$ cat src/sacl_ram.sv
module sacl_ram #(
	parameter int WIDTH = 8,
	parameter int DEPTH = 16
) (
	input  logic                               clk,
	input  logic                               we,
	input  logic [$clog2(DEPTH > 1 ? DEPTH : 2)-1:0] waddr,
	input  logic [WIDTH-1:0]                   wdata,
	input  logic                               re,
	input  logic [$clog2(DEPTH > 1 ? DEPTH : 2)-1:0] raddr,
	output logic [WIDTH-1:0]                   rdata
);

	logic [WIDTH-1:0] mem [DEPTH];

	always_ff @(posedge clk) begin
		if (we) begin
			mem[waddr] <= wdata;
		end
		if (re) begin
			rdata <= mem[raddr];
		end
	end

endmodule

$ cat config.mk
export PLATFORM = sky130hd
export DESIGN_NAME = sacl_ram
export DESIGN_NICKNAME = d
export VERILOG_FILES = /design/src/sacl_ram.sv
export SDC_FILE = /design/constraint.sdc
export NUM_CORES = 1
export LEC_CHECK = 0
export BUFFER_PORTS_ARGS = -buffer_cell sky130_fd_sc_hd__buf_2
export CAP_MARGIN = 20
export CORE_MARGIN = 5
export CORE_UTILIZATION = 54
export DETAILED_ROUTE_END_ITERATION = 10
export HOLD_SLACK_MARGIN = 0.08
export PLACE_DENSITY = 0.77
export SKIP_LAST_GASP = 1
export SLEW_MARGIN = 20
export SYNTH_ARGS = -nofsm -noshare
export SYNTH_HDL_FRONTEND = slang
export SYNTH_SLANG_ARGS = --single-unit
$ cat constraint.sdc
create_clock -name clk -period 1.5 [get_ports clk]
set_input_delay 0.075 -clock clk [delete_from_list [all_inputs] [get_ports clk]]
set_output_delay 0.075 -clock clk [all_outputs]
set_load 0.02 [all_outputs]
# [Word-level counts from Yosys, hierarchy flattened]
# Memories as Yosys holds them, arrays and structs flattened. A register that Yosys moved wholly into a read port is not among the register bits.
# Cells that the tools add are included.
[totals] register_bits=0 ramBits=128 inputBits=19 output_inout_bits=8 word_cells=3 n_memories=1
[op_classes] mux=2
[memory_table] name="mem" depth=16 word_bits=8 rd=1 rd_clocked_by_memory_dff=1 write_ports=1 line="14" text="logic [WIDTH-1:0] mem [DEPTH];"
[ops] op="1-bit two-way mux" n=2

# [Depth between registers and ports, before layout]
[depth] depth_word=2 depth_mapped=5 ltp_nobuf=3

# [Least setup slack after synthesis]
# Ideal clock, no wire load.
[synth_timing] kind="input to register" start="in waddr[2] in the netlist's numbering" end="mem mem[0][0], enable pin" setup_time_ns=0.383 t_arrival_ns=1.185 required_time_ns=1.117 slack_ns=-0.068 cell_stages=2 n_path_buf=0 path_cell_list="or3b_2 -> nor3_1"
[synth_rtl] element="from (decl)" line="7" text="input logic [$clog2(DEPTH > 1 ? DEPTH : 2)-1:0] waddr,"
[synth_rtl] element="to (decl)" line="14"
# Straight into the memory's write port.

==> run summary <==
outcome: completed
core area: 9590 um2
# fillers: 598
clk buf depth: 2
register area share after synthesis: 0.781
Die X-Extent: 108 um
synth unique cells: 18
Critical Path Fanout Max: 1
Worst EP required: 1.77 ns
number of global-route vias before repair: 2700
Clock Latency Late Sink: 0.52 ns
Sw Ratio: 0.231
std cell rows: 36
XOR/XNOR Fraction of Synth Area: 0
GRT overflow: 0
Total Routing Usage GR: 0.190
RSZ-0062 raised after global routing: true
syn_nets: 248
initial DRC count: 222
Yosys warnings: 0
worst setup margin: 0.0352 ns
clk slew on worst S/H paths: 0.07 ns
Post-synth EDFFs: 136
die area: 11700 um2
Mapped Avg Cell Area: 22.8 um2
largest cells by area after synthesis: edfxtp_1, mux4_2, mux4_1
Slew Limit Fails: 0
largest family of logic cells by synthesized area: multiplexers
register share of total power: 0.487
Compound-Gate Fraction of Synth Area: 0.0230
PwrDens: 1390 nW/um2
HP Class: in -> reg
fmax: 683 MHz
Seq cells post-synth: 136
Final Cell Area: 6350 um2
post-DR vias/cell: 5.71
post-CTS setup buffer count: 0
nets: 315
Root Buffer: clkbuf_8
Adder-Cell Fraction of Synth Area: 0
Sequential cell area: 4080 um2
type of origin of the critical path: register
Post-Synth Simple-Gate Area: 0.0314
clock power share: 0.462
Final Hold Violating Endpoints: 0
share of layout cells above drive strength 1: 0.343
Pleak: 2.17 nW
n_diodes: 0
Final ANT Viol Nets: 0
worst slew pin tran: 0.404 ns
NetSw: 2.04 mW
Post-DP HPWL: 6220 um
pre-CTS setup slack: -0.109 ns
crit path time final: 1.46 ns
H-Tree Level Count: 4
CTS Sinks: 136
die height: 108 um
FFs w/ async S/R, synth: 0
Num CTS Buffers: 17
dominant cell by count in the synthesized netlist: edfxtp_1
initial antenna violation count: 0
Setup Skew: 0.0142 ns
max cap viols: 0
internal power: 6.80 mW
crit path capture type: register
initial core utilization: 0.545
Setup violations, final: 0
Ports: 27
most instantiated cells after synthesis: edfxtp_1, mux4_2, a22oi_1
first-pass GRT wire length: 15500 um
WS Path Type: reg -> reg
Placed Instance Area: 5670 um2
setup TNS: 0 ns
Logic pwr share: 0.050
post-synth top area share: 0.781
Crit path arrival time: 1.73 ns
Post-route DRC: 0
synthesized instance count: 229
Placed Instances: 401
CTS tree: done
final core utilization: 0.662
area leader, netlist: edfxtp_1
Wirelength per Cell: 22.8 um
Layout Cells excl Fill: 442
mux cell area share after synthesis: 0.148
placer congestion estimate: 0.778
via count: 2526
DRT Wirelength: 10100 um
Peak VDD IR: 0.000709 V
PortBufs: 26
DR pass1 iterations: 4
P&R area growth vs syn: 21.5%
Rel. slew slack: 0.731
Synth Cell Area: 5230 um2
Main synth FF type: edfxtp_1
largest net degree at the start of global routing: 17
Tcrit/Tclk final: 0.977
Multi-input gate area: 1070 um2
-- registers in the layout (all words and copies together) (netlist names) --
name and cells:
rdata 8, mem 128
-- routing by layer --
layer,global-route usage,vias up,routed length (um)
li1,-,1114,-
met1,0.246,1278,3920
met2,0.309,113,5090
met3,0.0484,21,813
met4,0.0839,0,251
met5,0,-,0
-- placed cells by master (no fill, tap or decap), types with 2 or more instances in the layout --
| master | instances |
|---|---|
| a22oi_1 | 13 |
| buf_12 | 4 |
| nor2_1 | 13 |
| clkbuf_16 | 16 |
| a22oi_2 | 3 |
| edfxtp_1 | 136 |
| inv_8 | 8 |
| dlygate4sd3_1 | 9 |
| inv_6 | 5 |
| nor3_1 | 3 |
| nand2b_1 | 2 |
| mux4_2 | 20 |
| buf_2 | 26 |
| buf_4 | 19 |
| mux4_1 | 12 |
| nand3b_1 | 2 |
| nand2_1 | 9 |
-- stage by stage --
| stage | total power [mW] | hold slack (ns) |
|---|---|---|
| after floorplan | 4.62 | 0.174 |
| after global placement | 4.79 | 0.453 |
| after detailed placement | 4.81 | 0.456 |
| after CTS | 8.88 | 0.0992 |
| after global routing | 9.13 | 0.114 |
| final | 8.84 | 0.116 |
-- layout make-up --
cell class                      instances  area share
Clock buffer                           17      0.0652
Clock inverter                         15      0.0272
Multi-Input combinational cell         83       0.168
Sequential cell                       136       0.643
Tap cell                              133      0.0262
Timing Repair Buffer                   58      0.0698
-- repair_timing --
action | CTS | global route
resized for setup | 2 | 3
hold buffers | 9 | 0
setup endpoints to repair | 1 | 3
hold endpoints to repair | 136 | 0
-- final timing paths --
| check | start | endpoint | slack (ns) | cells after the start |
|---|---|---|---|---|
| setup reg to reg | mem[1][3] | rdata[3] | 0.04 | 3 |
| hold reg to reg | mem[14][0] | rdata[0] | 0.75 | 3 |
| hold / removal | waddr[0] | mem[0][1] | 0.12 | 3 |
| setup / recovery | mem[1][3] | rdata[3] | 0.04 | 3 |
-- power by group through the flow --
| stage | logic [mW] | clock network, mW | registers (mW) |
|---|---|---|---|
| 2_1_floorplan | 0.216 | 0 | 4.40 |
| 3_3_place_gp | 0.411 | 0 | 4.38 |
| 3_5_place_dp | 0.421 | 0 | 4.39 |
| 4_1_cts | 0.446 | 4.13 | 4.31 |
| 5_1_grt | 0.481 | 4.34 | 4.31 |
| 6_report | 0.445 | 4.08 | 4.31 |
-- cells by family after synthesis --
logic type / Yosys count
AO/OA/AOI/OAI: 16
AND/OR/NAND/NOR: 35
buffers and inverters: 10
multiplexers: 32
flip-flops: 136
-- worst max-delay path, cell delays in order (launching register included) --
cell	delay, ns
edfxtp_1	0.35
mux4_1	0.55
a22oi_2	0.24
nand2_1	0.07
Power figures use the tool's default switching activity.
